<file path="src/hw/rtl/imu_frame_scale_integrate_unit_defines.svh">
// assertion macros for the imu frame scale and integrate block
// expects clk and arst_n in the scope where a macro is used
`ifndef IMU_FRAME_SCALE_INTEGRATE_UNIT_DEFINES_SVH
`define IMU_FRAME_SCALE_INTEGRATE_UNIT_DEFINES_SVH

// checked only while out of reset
`define IFSI_ASSERT(lbl, prop, msg) \
	lbl: assert property (@(posedge clk) disable iff (!arst_n) prop) else $error(msg);

// checked at every edge, reset included
`define IFSI_ASSERT_ALWAYS(lbl, prop, msg) \
	lbl: assert property (@(posedge clk) prop) else $error(msg);

`endif

</file>
<file path="src/hw/rtl/ifsi_pkg.sv">
// shared widths and register codes for the imu frame scale and integrate block
// no dependencies
`default_nettype none

package ifsi_pkg;

	localparam int RAW_W      = 16;
	localparam int STAMP_W    = 24;
	localparam int SCALED_W   = 28;
	localparam int ANGLE_OUT_W = 48;
	localparam int ANGLE_BITS = 48;

	localparam int CFG_IDX_W  = 2;
	localparam int CFG_DATA_W = 32;
	localparam int ACC_CODE_W = 2;
	localparam int GYR_CODE_W = 3;
	localparam int GRAV_W     = 20;
	localparam int TICK_W     = 32;

	localparam logic [CFG_IDX_W-1:0] REG_ACC_RANGE  = 2'd0;
	localparam logic [CFG_IDX_W-1:0] REG_GYRO_RANGE = 2'd1;
	localparam logic [CFG_IDX_W-1:0] REG_GRAVITY    = 2'd2;
	localparam logic [CFG_IDX_W-1:0] REG_TICK       = 2'd3;

	localparam logic KIND_ACCEL = 1'b0;
	localparam logic KIND_GYRO  = 1'b1;

endpackage

`default_nettype wire

</file>
<file path="src/hw/rtl/ifsi_if.sv">
// valid/ready channels for sensor frames in and scaled results out
// depends on ifsi_pkg
`default_nettype none

interface ifsi_frame_if import ifsi_pkg::*; ();
	logic                      valid;
	logic                      ready;
	logic                      action;
	logic signed [RAW_W-1:0]   raw_x;
	logic signed [RAW_W-1:0]   raw_y;
	logic signed [RAW_W-1:0]   raw_z;
	logic [STAMP_W-1:0]        stamp;

	modport source (output valid, action, raw_x, raw_y, raw_z, stamp, input ready);
	modport sink (input valid, action, raw_x, raw_y, raw_z, stamp, output ready);
endinterface

interface ifsi_result_if import ifsi_pkg::*; ();
	logic                          valid;
	logic                          ready;
	logic                          kind;
	logic signed [SCALED_W-1:0]    scaled_x;
	logic signed [SCALED_W-1:0]    scaled_y;
	logic signed [SCALED_W-1:0]    scaled_z;
	logic signed [ANGLE_OUT_W-1:0] angle_x;
	logic signed [ANGLE_OUT_W-1:0] angle_y;
	logic signed [ANGLE_OUT_W-1:0] angle_z;
	logic [STAMP_W-1:0]            delta_ticks;

	modport source (output valid, kind, scaled_x, scaled_y, scaled_z,
		angle_x, angle_y, angle_z, delta_ticks, input ready);
	modport sink (input valid, kind, scaled_x, scaled_y, scaled_z,
		angle_x, angle_y, angle_z, delta_ticks, output ready);
endinterface

`default_nettype wire

</file>
<file path="src/hw/rtl/imu_frame_scale_integrate_unit.sv">
// imu frame scaling and gyro angle integration, top level
// depends on ifsi_pkg, ifsi_if and imu_frame_scale_integrate_unit_defines.svh
`default_nettype none

// Accelerometer frames come out in Q16 m/s^2 (raw * range * gravity / 32768, rounded half up)
// and update the sensor time stamps; gyro frames come out in Q16 deg/s and add
// rate * delta_ticks * tick period to three 48-bit saturating angle accumulators. All
// products go through one shared 28 x 8 bit digit-serial multiplier that takes one
// byte of the multiplier per cycle: an accelerometer frame spends a load step, four digits
// and a rounding step per axis; a gyro frame first works the four-digit tick product
// (a load step, four digits and a finishing step) and then a load step, seven digits,
// a rounding step and an accumulate step per axis. One frame is worked at a time and
// the input is ready again in the cycle after the result is loaded. The result sits in
// an output register, so the next frame is taken while the previous result waits.
module imu_frame_scale_integrate_unit import ifsi_pkg::*; (
	input  logic                  clk,
	input  logic                  arst_n,
	input  logic                  cfg_we,
	input  logic [CFG_IDX_W-1:0]  cfg_index,
	input  logic [CFG_DATA_W-1:0] cfg_wdata,
	ifsi_frame_if.sink            frame,
	ifsi_result_if.source         result
);

	`include "imu_frame_scale_integrate_unit_defines.svh"

	localparam int AXES      = 3;
	localparam int AXIS_W    = 2;
	localparam int DIGIT_W   = 8;
	localparam int TQ_W      = STAMP_W + TICK_W;
	localparam int MCAND_W   = SCALED_W;
	localparam int MACC_W    = MCAND_W + DIGIT_W + 1;
	localparam int KFAC_W    = GRAV_W + 5;
	localparam int R125_W    = RAW_W + 8;
	localparam int INC_W     = 53;
	localparam int CNT_W     = 3;
	localparam int SUM_W     = (ANGLE_BITS > INC_W ? ANGLE_BITS : INC_W) + 1;

	localparam logic [CNT_W-1:0] ACC_DIGITS  = CNT_W'(4);
	localparam logic [CNT_W-1:0] TICK_DIGITS = CNT_W'(TICK_W / DIGIT_W);
	localparam logic [CNT_W-1:0] GYRO_DIGITS = CNT_W'(TQ_W / DIGIT_W);
	localparam logic [AXIS_W-1:0] LAST_AXIS  = AXIS_W'(AXES - 1);

	localparam logic signed [SUM_W-1:0] ANG_MAX =
		{{(SUM_W - ANGLE_BITS + 1){1'b0}}, {(ANGLE_BITS - 1){1'b1}}};
	localparam logic signed [SUM_W-1:0] ANG_MIN = ~ANG_MAX;

	localparam logic [2:0] ST_IDLE  = 3'd0;
	localparam logic [2:0] ST_START = 3'd1;
	localparam logic [2:0] ST_MUL   = 3'd2;
	localparam logic [2:0] ST_FIN   = 3'd3;
	localparam logic [2:0] ST_ACC   = 3'd4;
	localparam logic [2:0] ST_DONE  = 3'd5;

	localparam logic [1:0] OP_ACCEL = 2'd0;
	localparam logic [1:0] OP_TICKS = 2'd1;
	localparam logic [1:0] OP_GYRO  = 2'd2;

	function automatic logic signed [SCALED_W-1:0] gyro_scale(
		input logic signed [RAW_W-1:0] raw,
		input logic [GYR_CODE_W-1:0] code
	);
		logic signed [R125_W-1:0]   r;
		logic signed [SCALED_W-1:0] rw;
		r  = (R125_W'(raw) <<< 7) - (R125_W'(raw) <<< 2) + R125_W'(raw);
		rw = SCALED_W'(r);
		case (code)
			3'd0:    gyro_scale = rw <<< 5;
			3'd1:    gyro_scale = rw <<< 4;
			3'd2:    gyro_scale = rw <<< 3;
			3'd3:    gyro_scale = rw <<< 2;
			default: gyro_scale = rw <<< 1;
		endcase
	endfunction

	// range times gravity, range is 3 << code
	function automatic logic [KFAC_W-1:0] accel_factor(
		input logic [GRAV_W-1:0] grav,
		input logic [ACC_CODE_W-1:0] code
	);
		logic [GRAV_W+1:0] g3;
		g3 = (GRAV_W+2)'(grav) + ((GRAV_W+2)'(grav) << 1);
		accel_factor = KFAC_W'(g3) << code;
	endfunction

	logic [ACC_CODE_W-1:0] acc_range_q;
	logic [GYR_CODE_W-1:0] gyro_range_q;
	logic [GRAV_W-1:0]     gravity_q;
	logic [TICK_W-1:0]     tick_q;

	logic [STAMP_W-1:0] cur_time_q;
	logic [STAMP_W-1:0] prev_time_q;
	logic               time_unset_q;
	logic signed [ANGLE_BITS-1:0] ang_q [AXES];

	logic [2:0]        state_q;
	logic [1:0]        op_q;
	logic [AXIS_W-1:0] axis_q;
	logic [CNT_W-1:0]  cnt_q;
	logic              out_valid_q;

	logic                       kind_q;
	logic signed [RAW_W-1:0]    raw_q [AXES];
	logic signed [SCALED_W-1:0] scaled_q [AXES];
	logic [STAMP_W-1:0]         delta_q;
	logic [TQ_W-1:0]            tq_q;
	logic signed [INC_W-1:0]    inc_q;

	logic signed [MCAND_W-1:0] mcand_q;
	logic [TQ_W-1:0]           mplier_q;
	logic signed [MACC_W-1:0]  macc_q;
	logic [TQ_W-1:0]           mlo_q;

	logic                          out_kind_q;
	logic signed [SCALED_W-1:0]    out_scaled_q [AXES];
	logic signed [ANGLE_OUT_W-1:0] out_ang_q [AXES];
	logic [STAMP_W-1:0]            out_delta_q;

	logic                       accept;
	logic                       load_out;
	logic signed [MACC_W-1:0]   mul_sum;
	logic signed [SUM_W-1:0]    ang_sum;
	logic signed [ANGLE_BITS-1:0] ang_next;
	logic signed [SCALED_W-1:0] accel_round;
	logic signed [SCALED_W-1:0] gyro_rate;

	assign accept   = frame.valid && frame.ready;
	assign load_out = (state_q == ST_DONE) && (!out_valid_q || result.ready);

	// one digit of the multiplier per cycle, low byte retires into mlo_q
	assign mul_sum = macc_q + mcand_q * $signed({1'b0, mplier_q[DIGIT_W-1:0]});

	assign accel_round = $signed({macc_q[10:0], mlo_q[55:39]}) + SCALED_W'(mlo_q[38]);
	assign gyro_rate   = gyro_scale(raw_q[0], gyro_range_q);

	always_comb begin
		ang_sum = SUM_W'(ang_q[axis_q]) + SUM_W'(inc_q);
		if (ang_sum > ANG_MAX) begin
			ang_next = ANGLE_BITS'(ANG_MAX);
		end else if (ang_sum < ANG_MIN) begin
			ang_next = ANGLE_BITS'(ANG_MIN);
		end else begin
			ang_next = ANGLE_BITS'(ang_sum);
		end
	end

	assign frame.ready = (state_q == ST_IDLE);

	// control, configuration and architectural state
	always_ff @(posedge clk or negedge arst_n) begin
		if (!arst_n) begin
			acc_range_q  <= ACC_CODE_W'(1);
			gyro_range_q <= '0;
			gravity_q    <= GRAV_W'(642689);
			tick_q       <= TICK_W'(167772);
			cur_time_q   <= '0;
			prev_time_q  <= '0;
			time_unset_q <= 1'b1;
			for (int i = 0; i < AXES; i++) begin
				ang_q[i] <= '0;
			end
			state_q     <= ST_IDLE;
			op_q        <= OP_ACCEL;
			axis_q      <= '0;
			cnt_q       <= '0;
			out_valid_q <= 1'b0;
		end else begin
			if (cfg_we) begin
				unique case (cfg_index)
					REG_ACC_RANGE:  acc_range_q  <= cfg_wdata[ACC_CODE_W-1:0];
					REG_GYRO_RANGE: gyro_range_q <= cfg_wdata[GYR_CODE_W-1:0];
					REG_GRAVITY:    gravity_q    <= cfg_wdata[GRAV_W-1:0];
					REG_TICK:       tick_q       <= cfg_wdata[TICK_W-1:0];
					default: ;
				endcase
			end

			if (load_out) begin
				out_valid_q <= 1'b1;
			end else if (result.ready) begin
				out_valid_q <= 1'b0;
			end

			unique case (state_q)
				ST_IDLE: begin
					if (accept) begin
						axis_q  <= '0;
						state_q <= ST_START;
						if (frame.action == KIND_ACCEL) begin
							prev_time_q  <= time_unset_q ? frame.stamp : cur_time_q;
							cur_time_q   <= frame.stamp;
							time_unset_q <= 1'b0;
							op_q         <= OP_ACCEL;
						end else begin
							op_q <= OP_TICKS;
						end
					end
				end
				ST_START: begin
					state_q <= ST_MUL;
					unique case (op_q)
						OP_ACCEL: cnt_q <= ACC_DIGITS - 1'b1;
						OP_TICKS: cnt_q <= TICK_DIGITS - 1'b1;
						default:  cnt_q <= GYRO_DIGITS - 1'b1;
					endcase
				end
				ST_MUL: begin
					if (cnt_q == '0) begin
						state_q <= ST_FIN;
					end else begin
						cnt_q <= cnt_q - 1'b1;
					end
				end
				ST_FIN: begin
					unique case (op_q)
						OP_TICKS: begin
							op_q    <= OP_GYRO;
							state_q <= ST_START;
						end
						OP_ACCEL: begin
							if (axis_q == LAST_AXIS) begin
								state_q <= ST_DONE;
							end else begin
								axis_q  <= axis_q + 1'b1;
								state_q <= ST_START;
							end
						end
						default: state_q <= ST_ACC;
					endcase
				end
				ST_ACC: begin
					ang_q[axis_q] <= ang_next;
					if (axis_q == LAST_AXIS) begin
						state_q <= ST_DONE;
					end else begin
						axis_q  <= axis_q + 1'b1;
						state_q <= ST_START;
					end
				end
				ST_DONE: begin
					if (load_out) begin
						state_q <= ST_IDLE;
					end
				end
				default: state_q <= ST_IDLE;
			endcase
		end
	end

	// datapath and result registers
	always_ff @(posedge clk) begin
		if (accept) begin
			kind_q   <= frame.action;
			raw_q[0] <= frame.raw_x;
			raw_q[1] <= frame.raw_y;
			raw_q[2] <= frame.raw_z;
			if (frame.action == KIND_ACCEL) begin
				delta_q <= time_unset_q ? '0 : frame.stamp - cur_time_q;
			end else begin
				delta_q <= cur_time_q - prev_time_q;
			end
		end

		if (state_q == ST_START) begin
			macc_q <= '0;
			unique case (op_q)
				OP_ACCEL: begin
					mcand_q  <= MCAND_W'(raw_q[0]);
					mplier_q <= TQ_W'(accel_factor(gravity_q, acc_range_q));
				end
				OP_TICKS: begin
					mcand_q  <= $signed({{(MCAND_W - STAMP_W){1'b0}}, delta_q});
					mplier_q <= TQ_W'(tick_q);
				end
				default: begin
					mcand_q          <= gyro_rate;
					mplier_q         <= tq_q;
					scaled_q[axis_q] <= gyro_rate;
				end
			endcase
		end

		if (state_q == ST_MUL) begin
			macc_q   <= mul_sum >>> DIGIT_W;
			mlo_q    <= {mul_sum[DIGIT_W-1:0], mlo_q[TQ_W-1:DIGIT_W]};
			mplier_q <= mplier_q >> DIGIT_W;
		end

		if (state_q == ST_FIN) begin
			unique case (op_q)
				OP_TICKS: tq_q <= {macc_q[STAMP_W-1:0], mlo_q[TQ_W-1:STAMP_W]};
				OP_ACCEL: scaled_q[axis_q] <= accel_round;
				default:  inc_q <= $signed({macc_q[28:0], mlo_q[55:32]})
					+ INC_W'(mlo_q[31]);
			endcase
		end

		// next axis moves to the head of the raw line
		if ((state_q == ST_FIN && op_q == OP_ACCEL) || state_q == ST_ACC) begin
			raw_q[0] <= raw_q[1];
			raw_q[1] <= raw_q[2];
		end

		if (load_out) begin
			out_kind_q  <= kind_q;
			out_delta_q <= delta_q;
			for (int i = 0; i < AXES; i++) begin
				out_scaled_q[i] <= scaled_q[i];
				out_ang_q[i]    <= ANGLE_OUT_W'(ang_q[i]);
			end
		end
	end

	assign result.valid       = out_valid_q;
	assign result.kind        = out_kind_q;
	assign result.scaled_x    = out_scaled_q[0];
	assign result.scaled_y    = out_scaled_q[1];
	assign result.scaled_z    = out_scaled_q[2];
	assign result.angle_x     = out_ang_q[0];
	assign result.angle_y     = out_ang_q[1];
	assign result.angle_z     = out_ang_q[2];
	assign result.delta_ticks = out_delta_q;

	`IFSI_ASSERT(a_gyro_unset_zero_delta,
		(accept && frame.action == KIND_GYRO && time_unset_q) |=> (delta_q == '0),
		"gyro beat before any accel beat must see zero delta")
	`IFSI_ASSERT(a_angles_only_in_acc,
		(state_q != ST_ACC) |=> ($stable(ang_q[0]) && $stable(ang_q[1]) && $stable(ang_q[2])),
		"angle accumulator changed outside the accumulate step")
	`IFSI_ASSERT(a_mul_ends_in_fin,
		(state_q == ST_MUL && cnt_q == '0) |=> (state_q == ST_FIN),
		"digit multiplier did not hand off after its last digit")
	`IFSI_ASSERT_ALWAYS(a_result_from_done,
		$rose(result.valid) |-> ($past(state_q) == ST_DONE),
		"result beat raised outside the done step")

endmodule

`default_nettype wire

</file>
<file path="src/flat_wrapper.sv">
// flat-port wrapper written by rule: the top's interface ports become plain ports
module imu_frame_scale_integrate_unit_flat import ifsi_pkg::*;
  (clk, arst_n, cfg_we, cfg_index, cfg_wdata, frame_valid, frame_action, frame_raw_x, frame_raw_y, frame_raw_z, frame_stamp, frame_ready, result_valid, result_kind, result_scaled_x, result_scaled_y, result_scaled_z, result_angle_x, result_angle_y, result_angle_z, result_delta_ticks, result_ready);
  ifsi_frame_if frame_i ();
  ifsi_result_if result_i ();
  input  logic clk;
  input  logic arst_n;
  input  logic cfg_we;
  input  logic [CFG_IDX_W-1:0] cfg_index;
  input  logic [CFG_DATA_W-1:0] cfg_wdata;
  input wire logic [$bits(frame_i.valid)-1:0] frame_valid;
  input wire logic [$bits(frame_i.action)-1:0] frame_action;
  input wire logic [$bits(frame_i.raw_x)-1:0] frame_raw_x;
  input wire logic [$bits(frame_i.raw_y)-1:0] frame_raw_y;
  input wire logic [$bits(frame_i.raw_z)-1:0] frame_raw_z;
  input wire logic [$bits(frame_i.stamp)-1:0] frame_stamp;
  output wire logic [$bits(frame_i.ready)-1:0] frame_ready;
  output wire logic [$bits(result_i.valid)-1:0] result_valid;
  output wire logic [$bits(result_i.kind)-1:0] result_kind;
  output wire logic [$bits(result_i.scaled_x)-1:0] result_scaled_x;
  output wire logic [$bits(result_i.scaled_y)-1:0] result_scaled_y;
  output wire logic [$bits(result_i.scaled_z)-1:0] result_scaled_z;
  output wire logic [$bits(result_i.angle_x)-1:0] result_angle_x;
  output wire logic [$bits(result_i.angle_y)-1:0] result_angle_y;
  output wire logic [$bits(result_i.angle_z)-1:0] result_angle_z;
  output wire logic [$bits(result_i.delta_ticks)-1:0] result_delta_ticks;
  input wire logic [$bits(result_i.ready)-1:0] result_ready;
  assign frame_i.valid = frame_valid;
  assign frame_i.action = frame_action;
  assign frame_i.raw_x = frame_raw_x;
  assign frame_i.raw_y = frame_raw_y;
  assign frame_i.raw_z = frame_raw_z;
  assign frame_i.stamp = frame_stamp;
  assign frame_ready = frame_i.ready;
  assign result_valid = result_i.valid;
  assign result_kind = result_i.kind;
  assign result_scaled_x = result_i.scaled_x;
  assign result_scaled_y = result_i.scaled_y;
  assign result_scaled_z = result_i.scaled_z;
  assign result_angle_x = result_i.angle_x;
  assign result_angle_y = result_i.angle_y;
  assign result_angle_z = result_i.angle_z;
  assign result_delta_ticks = result_i.delta_ticks;
  assign result_i.ready = result_ready;
  imu_frame_scale_integrate_unit u_core (.clk(clk), .arst_n(arst_n), .cfg_we(cfg_we), .cfg_index(cfg_index), .cfg_wdata(cfg_wdata), .frame(frame_i), .result(result_i));
endmodule
</file>
<file path="config.mk">
export PLATFORM = sky130hd
export DESIGN_NAME = imu_frame_scale_integrate_unit_flat
export DESIGN_NICKNAME = d
export VERILOG_FILES = /design/src/hw/rtl/ifsi_pkg.sv /design/src/hw/rtl/ifsi_if.sv /design/src/hw/rtl/imu_frame_scale_integrate_unit.sv /design/src/flat_wrapper.sv
export VERILOG_INCLUDE_DIRS = /design/src /design/src/hw/rtl
export SDC_FILE = /design/constraint.sdc
export NUM_CORES = 2
export LEC_CHECK = 0
export BUFFER_PORTS_ARGS = -buffer_cell sky130_fd_sc_hd__buf_2
export CELL_PAD_IN_SITES_DETAIL_PLACEMENT = 0
export CELL_PAD_IN_SITES_GLOBAL_PLACEMENT = 2
export CORE_MARGIN = 5
export CORE_UTILIZATION = 41
export CTS_CLUSTER_DIAMETER = 40
export DETAILED_ROUTE_END_ITERATION = 7
export PLACE_DENSITY_LB_ADDON = 0.1
export SLEW_MARGIN = 0
export SYNTH_ARGS = -nofsm -noshare
export SYNTH_HDL_FRONTEND = slang
export SYNTH_SLANG_ARGS = --single-unit
export TNS_END_PERCENT = 100
</file>
<file path="constraint.sdc">
create_clock -name clk -period 15.1 [get_ports clk]
set_input_delay 3.775 -clock clk [delete_from_list [all_inputs] [get_ports clk]]
set_output_delay 3.775 -clock clk [all_outputs]
set_load 0.02 [all_outputs]
</file>
# --- Yosys cells after proc, flatten, opt, wreduce, memory -nomap -nowiden ---
# Memory sizes are Yosys's and may differ from the RTL's.
# Cells that the tools add are included.
op_classes:
  add_sub_neg: 11
  mul: 1
  magnitude_cmp: 4
  n_eq_ne: 19
  shift: 1
  muxes: 52
  n_bitwise: 6
  n_reduce_logical: 28
ops:
  columns: ["operator", "n"]
  rows:
  - ["$mux W48", 7]
  - ["$bwmux W144", 1]
  - ["$pmux W28 S4", 1]
  - ["$pmux W56 S2", 1]
  - ["$bmux W48 S2", 1]
  - ["$demux W48 S2", 1]
  - ["$mux W37", 2]
  - ["$mux W24", 3]
  - ["$pmux W28 S2", 1]
  - ["$add A48 B53 Y54", 1]
  - ["$gt A54 B48 Y1 const B", 1]
  - ["$lt A54 B48 Y1 const B", 1]
  - ["$add A53 B1 Y53", 1]
  - ["$sub A24 B24 Y24", 2]
  - ["$add A37 B37 Y37", 1]
  - ["$mul A28 B9 Y37", 1]
  - ["$mux W16", 2]
  - ["$add A28 B1 Y28", 1]
  - ["$mux W28", 1]
  - ["$shl A22 B2 Y25", 1]
  - ["$add A24 B16 Y24", 1]
  - ["$sub A23 B18 Y24", 1]
  - ["$add A20 B21 Y22", 1]
  - ["$mux W3", 6]
  - ["30 further kinds", 82]
word_totals:
  ff_bits: 597
  ram_bits: 360
  elab_cells: 152
  mem_count: 4
memory_table:
  columns: ["name", "words", "width", "rd", "rd_ports_with_merged_regs", "write_ports", "line_no", "text"]
  rows:
  - ["u_core.out_ang_q", 3, 48, 3, 0, 3, "imu_frame_scale_integrate_unit.sv:116", "logic signed [ANGLE_OUT_W-1:0] out_ang_q [AXES];"]
  - ["u_core.out_scaled_q", 3, 28, 3, 0, 3, "imu_frame_scale_integrate_unit.sv:115", "logic signed [SCALED_W-1:0] out_scaled_q [AXES];"]
  - ["u_core.scaled_q", 3, 28, 3, 0, 1, "imu_frame_scale_integrate_unit.sv:104", "logic signed [SCALED_W-1:0] scaled_q [AXES];"]
  - ["u_core.raw_q", 3, 16, 3, 0, 3, "imu_frame_scale_integrate_unit.sv:103", "logic signed [RAW_W-1:0] raw_q [AXES];"]

# --- Logic depth before layout (Yosys ltp) ---
depth:
  word_depth: 9
  mapped_depth: 25

# --- Worst setup path after synthesis ---
# Ideal clock, no wire load.
synth_path:
  path_type: "in2reg"
  from: "in result_ready"
  to: "mem u_core.out_ang_q[0][0] (enable)"
  arrival_time_ns: 14.301
  setup_slack_ns: -0.073
  path_stages: 2
  path_buffers: 0
  cell_sequence: "nor2b_1 > nor2_1"
synth_lines:
  columns: ["element", "line_no", "text"]
  rows:
  - ["start, declared", "flat_wrapper.sv:27", "input wire logic [$bits(result_i.ready)-1:0] result_ready;"]
  - ["end, declared", "imu_frame_scale_integrate_unit.sv:116", null]

# --- Final worst setup path ---
layout_path:
  from: "reg u_core.mplier_q[2]"
  to: "reg u_core.macc_q[25], data pin"
layout_via:
  elab_chain_len: 3
layout_rtl:
  columns: ["element", "line_no", "text"]
  rows:
  - ["start, declared", "imu_frame_scale_integrate_unit.sv:110", "logic [TQ_W-1:0] mplier_q;"]
  - ["start signal, assigned", "imu_frame_scale_integrate_unit.sv:269", "mplier_q <= TQ_W'(accel_factor(gravity_q, acc_range_q));"]
  - ["start signal, assigned", "imu_frame_scale_integrate_unit.sv:273", "mplier_q <= TQ_W'(tick_q);"]
  - ["start signal, assigned", "imu_frame_scale_integrate_unit.sv:277", "mplier_q <= tq_q;"]
  - ["$mul A28 B9 Y37", "imu_frame_scale_integrate_unit.sv:131", "assign mul_sum = macc_q + mcand_q * $signed({1'b0, mplier_q[DIGIT_W-1:0]});"]
  - ["$add A37 B37 Y37", "imu_frame_scale_integrate_unit.sv:131", null]
  - ["$mux W37", "imu_frame_scale_integrate_unit.sv:283", "if (state_q == ST_MUL) begin"]
  - ["end signal, assigned", "imu_frame_scale_integrate_unit.sv:284", "macc_q <= mul_sum >>> DIGIT_W;"]
  - ["end, declared", "imu_frame_scale_integrate_unit.sv:111", "logic signed [MACC_W-1:0] macc_q;"]
# Every way passes these cells.
# A chain may end at the register's enable or synchronous reset.

==> flow_summary.html <==
<table>
<tr><th>Metric</th><th>Value</th></tr>
<tr><th colspan="2">Timing</th></tr>
<tr><td>Clock tree skew after final layout</td><td>0.03641 ns</td></tr>
<tr><td>Setup tns final</td><td>0 ns</td></tr>
<tr><td>Clock period minus final worst setup slack</td><td>7.271 ns</td></tr>
<tr><td>Max Slew Vio Count</td><td>0</td></tr>
<tr><td>Unrepaired setup endpoints after global routing</td><td>no</td></tr>
<tr><td>Setup violators final</td><td>0</td></tr>
<tr><td>Final Hold Violating Endpoints</td><td>0</td></tr>
<tr><td>Period Utilization, post-route</td><td>48.15%</td></tr>
<tr><td>Achievable frequency</td><td>137.5 MHz</td></tr>
<tr><td>Slew at the pin closest to its max-slew limit</td><td>1.488 ns</td></tr>
<tr><td>Max_slew headroom</td><td>0.8030%</td></tr>
<tr><th colspan="2">Detailed routing</th></tr>
<tr><td>DR iter-0 viols</td><td>2495</td></tr>
<tr><td>Final routed DRC violation total</td><td>0</td></tr>
<tr><td>DRT Pass-1 Iters</td><td>8</td></tr>
<tr><td>DR WL/cell</td><td>21.61 um</td></tr>
<tr><td>Routed via count</td><td>35900</td></tr>
<tr><td>Routed vias/inst</td><td>5.291</td></tr>
<tr><td>ANT nets after route</td><td>0</td></tr>
<tr><td>Total wire length after detailed routing</td><td>146.6 mm</td></tr>
<tr><th colspan="2">Floorplanning</th></tr>
<tr><td>Number of top-level design ports</td><td>367</td></tr>
<tr><td>Die Width</td><td>366.8 um</td></tr>
<tr><td>Area inside the core boundary</td><td>127000 um2</td></tr>
<tr><td>Starting density of the core</td><td>41.08%</td></tr>
<tr><td>Die Height</td><td>366.8 um</td></tr>
<tr><td>Std cell rows</td><td>131</td></tr>
<tr><td>Die Outline Area</td><td>134500 um2</td></tr>
<tr><th colspan="2">Synth</th></tr>
<tr><td>Proportion of synthesized area in mux cells</td><td>4.380%</td></tr>
<tr><td>Netlist Area Pre-Place</td><td>52190 um2</td></tr>
<tr><td>Mean post-synth cell area</td><td>11.25 um2</td></tr>
<tr><td>Compound-cell area share of the yosys netlist</td><td>11.97%</td></tr>
<tr><td>Total nets after synthesis</td><td>5208</td></tr>
<tr><td>Largest cells by area after synthesis</td><td>edfxtp_1, dfrtp_1, fa_1, ha_1, nand2_1</td></tr>
<tr><td>Number of synthesized flops with an enable pin</td><td>656</td></tr>
<tr><td>Post-synthesis cell type count</td><td>81</td></tr>
<tr><td>Fraction of the mapped netlist area in adder cells</td><td>14.10%</td></tr>
<tr><td>Commonest register cell after synthesis</td><td>edfxtp_1</td></tr>
<tr><td>Share of the synthesized area in the top cell type</td><td>37.75%</td></tr>
<tr><td>Simple-gate share of the synthesized area</td><td>10.80%</td></tr>
<tr><td>Parity-gate share of the synthesized area counting xor and xnor cells</td><td>3.810%</td></tr>
<tr><td>Post-synthesis register bit count</td><td>925</td></tr>
<tr><td>Synth warnings</td><td>0</td></tr>
<tr><td>Seq/Total Area, Yosys</td><td>50.62%</td></tr>
<tr><td>Combinational family with the most area after synthesis</td><td>adder cells</td></tr>
<tr><td>Cells after Synth</td><td>4640</td></tr>
<tr><td>Cell type contributing the most total cell area after synthesis</td><td>edfxtp_1</td></tr>
<tr><td>Share of synthesized registers carrying an async set or reset</td><td>28.22%</td></tr>
<tr><th colspan="2">Worst setup path</th></tr>
<tr><td>Critical-path cell list</td><td>nand2_1 -&gt; fa_1 -&gt; inv_1 -&gt; fa_1 -&gt; fa_1 -&gt; fa_1 -&gt; inv_1 -&gt; fa_1 -&gt; inv_1 -&gt; ha_1 -&gt; a21o_1 -&gt; a21o_1 -&gt; a21oi_1 -&gt; o21ai_0 -&gt; o21ai_0 -&gt; o21ai_0 -&gt; a31oi_1 -&gt; o221ai_1 -&gt; a41oi_1 -&gt; nor3b_1 -&gt; nor3_1</td></tr>
<tr><td>Critical path's largest stage delay</td><td>1.01 ns</td></tr>
<tr><td>Most frequent CP cell</td><td>fa_1</td></tr>
<tr><td>Maximum fanout along the worst path</td><td>28</td></tr>
<tr><td>Critical Path Start Type</td><td>flip-flop</td></tr>
<tr><td>Worst Path Buf+Inv</td><td>3</td></tr>
<tr><td>Cell family with most CP delay</td><td>adder cells</td></tr>
<tr><td>Cell with the largest stage delay on the worst path</td><td>edfxtp_1</td></tr>
<tr><td>Worst setup path category</td><td>flip-flop to flip-flop</td></tr>
<tr><td>Sort of element at the end of the critical path</td><td>flip-flop</td></tr>
<tr><td>Arrival @ worst endpoint</td><td>7.73 ns</td></tr>
<tr><td>WP data required</td><td>15.55 ns</td></tr>
<tr><th colspan="2">Min path</th></tr>
<tr><td>Kind of path behind the tightest hold check</td><td>flip-flop to flip-flop</td></tr>
<tr><th colspan="2">Clocking</th></tr>
<tr><td>Resize count post-CTS</td><td>0</td></tr>
<tr><td>Clock transition at the registers of the reported paths</td><td>0.06 ns</td></tr>
<tr><td>Post-cts hold buffer count</td><td>0</td></tr>
<tr><td>CTS root buffer</td><td>clkbuf_16</td></tr>
<tr><td>Number of buffers inserted by post-CTS setup repair</td><td>0</td></tr>
<tr><td>Clock latency of the later-clocked register in the worst-skew pair</td><td>0.77 ns</td></tr>
<tr><td>TritonCTS sink count</td><td>925</td></tr>
<tr><td>Maximum buffer depth of the clock tree</td><td>3</td></tr>
<tr><td>H-tree level count</td><td>4</td></tr>
<tr><td>Cts bufs inserted</td><td>147</td></tr>
<tr><td>Clock tree from TritonCTS</td><td>yes</td></tr>
<tr><th colspan="2">Run status</th></tr>
<tr><td>Run status</td><td>complete, no violations</td></tr>
<tr><th colspan="2">Layout</th></tr>
<tr><td>Area overhead of the layout relative to synthesis</td><td>16.66%</td></tr>
<tr><td>Layout cells sized above 1</td><td>16.54%</td></tr>
<tr><td>Finished Cell Area</td><td>60880 um2</td></tr>
<tr><td>Net count of the finished layout</td><td>5564</td></tr>
<tr><th colspan="2">Global routing</th></tr>
<tr><td>Pin count of the biggest net entering global routing</td><td>170</td></tr>
<tr><td>Wire length of the first global-routing pass</td><td>227.5 mm</td></tr>
<tr><td>Overall Global Routing Usage</td><td>21.72%</td></tr>
<tr><td>Global route total overflow</td><td>0</td></tr>
<tr><td>Antenna violations before repair</td><td>6</td></tr>
<tr><td>Number of global-route vias before repair</td><td>36740</td></tr>
<tr><th colspan="2">Place</th></tr>
<tr><td>Placed cell areas</td><td>55800 um2</td></tr>
<tr><td>Number of port buffers</td><td>366</td></tr>
<tr><td>HPWL reported at the end of detailed placement</td><td>109.4 mm</td></tr>
<tr><td>Final RePlAce weighted congestion</td><td>0.8314</td></tr>
<tr><th colspan="2">Job</th></tr>
<tr><td>Max-cap check violation count</td><td>0</td></tr>
</table>
cell usage in the layout, fill, tap and decap left out, types with 48 or more instances in the layout:
cell / instances
a211oi_1: 49
ha_1: 236
nand2_1: 477
and2_1: 125
mux2_2: 103
nand3_1: 98
inv_1: 383
nor3_1: 48
mux2i_1: 99
dfrtp_1: 237
a21oi_1: 236
a21o_1: 72
clkbuf_16: 153
nor2_1: 342
xnor2_1: 139
edfxtp_1: 656
xor2_1: 88
buf_4: 49
fa_1: 220
o21ai_0: 224
buf_2: 365
a31oi_1: 123
final cells by class:
class,instances,area [um2]
Timing Repair Buffer,416,2230
Antenna cell,2,5.005
Multi-Input combinational cell,3118,23620
Clock buffer,178,4053
Fill cell,11820,66140
Inverter,388,1456
Clock inverter,96,1021
Tap cell,1662,2079
Sequential cell,925,26420
cell usage after synthesis (all sizes together), types with 88 or more instances:
cell and instances:
a31oi 124, fa 220, xnor2 139, nand3 100
nand2 477, o21ai 242, xor2 88, clkbuf 177
mux2i 99, nor2 349, ha 236, mux2 103
and2 128, edfxtp 656, inv 386, dfrtp 240
a21oi 236
sequential cells by signal, indices dropped and copies added (netlist names), 28 cells and up:
register and cells:
u_core.ang_q 144, u_core.inc_q 53, u_core.macc_q 29, u_core.mcand_q 28
u_core.mlo_q 32, u_core.mplier_q 56, u_core.out_ang_q 144, u_core.out_scaled_q 84
u_core.raw_q 48, u_core.scaled_q 84, u_core.tick_q 32, u_core.tq_q 56
through the flow:
step                      instances  hold WS [ns]  worst slack, ns  utilization (%)
after detailed placement       6509        0.4045            7.297            43.93
after CTS                      6783        0.4165            7.862            47.93
after global placement         6509        0.4012            7.210            43.93
after floorplan                4640        0.4003            4.162                -
final                          6785        0.4147            7.829            47.93
after global routing           6783        0.4174            7.371            47.93
worst paths after layout:
| check | start | end | slack (ns) | depth (start not counted) |
|---|---|---|---|---|
| max | u_core.mplier_q[2]$_DFFE_PP_ | u_core.macc_q[25]$_SDFFCE_PN0P_ | 7.83 | 21 |
| min | u_core.scaled_q[1][8]$_DFFE_PP_ | u_core.out_scaled_q[0][36]$_DFFE_PP_ | 0.41 | 0 |
| max reg2reg | u_core.mplier_q[2]$_DFFE_PP_ | u_core.macc_q[25]$_SDFFCE_PN0P_ | 7.83 | 21 |
| min reg2reg | u_core.scaled_q[1][8]$_DFFE_PP_ | u_core.out_scaled_q[0][36]$_DFFE_PP_ | 0.41 | 0 |
| max in group asynchronous | arst_n | u_core.ang_q[36]$_DFFE_PN0P_ | 9.76 | 3 |
| min in group asynchronous | arst_n | u_core.prev_time_q[3]$_DFFE_PN0P_ | 3.10 | 1 |
cells by family (layout without fill, tap and decap cells):
logic type,after synthesis,after routing
flip-flops,925,925
buffers and inverters,597,1078
AND/OR/NAND/NOR,1255,1255
adder cells (fa/ha/maj),456,456
XOR/XNOR,227,227
multiplexers,208,208
AO/OA/AOI/OAI,972,972
other,0,2
per-layer routing:
layer / global-route usage (%) / share of wire [%] / up-vias
li1: - / - / 17190
met4: 5.439 / 2.1 / 6
met5: 0 / 0.023 / -
met1: 29.75 / 45 / 17570
met3: 4.623 / 5.8 / 206
met2: 35.46 / 47 / 929
worst register-to-register path, stage by stage, from the launching register on:
cell,delay [ns]
edfxtp_1,1.01
nand2_1,0.20
fa_1,0.58
inv_1,0.05
fa_1,0.53
fa_1,0.45
fa_1,0.55
inv_1,0.05
fa_1,0.49
inv_1,0.04
ha_1,0.37
a21o_1,0.21
a21o_1,0.17
a21oi_1,0.13
o21ai_0,0.08
o21ai_0,0.34
o21ai_0,0.25
a31oi_1,0.49
o221ai_1,0.28
a41oi_1,0.38
nor3b_1,0.26
nor3_1,0.07
Power is not shown: default switching activity piles up to over one toggle a cycle in this logic, so the estimate is an artifact.
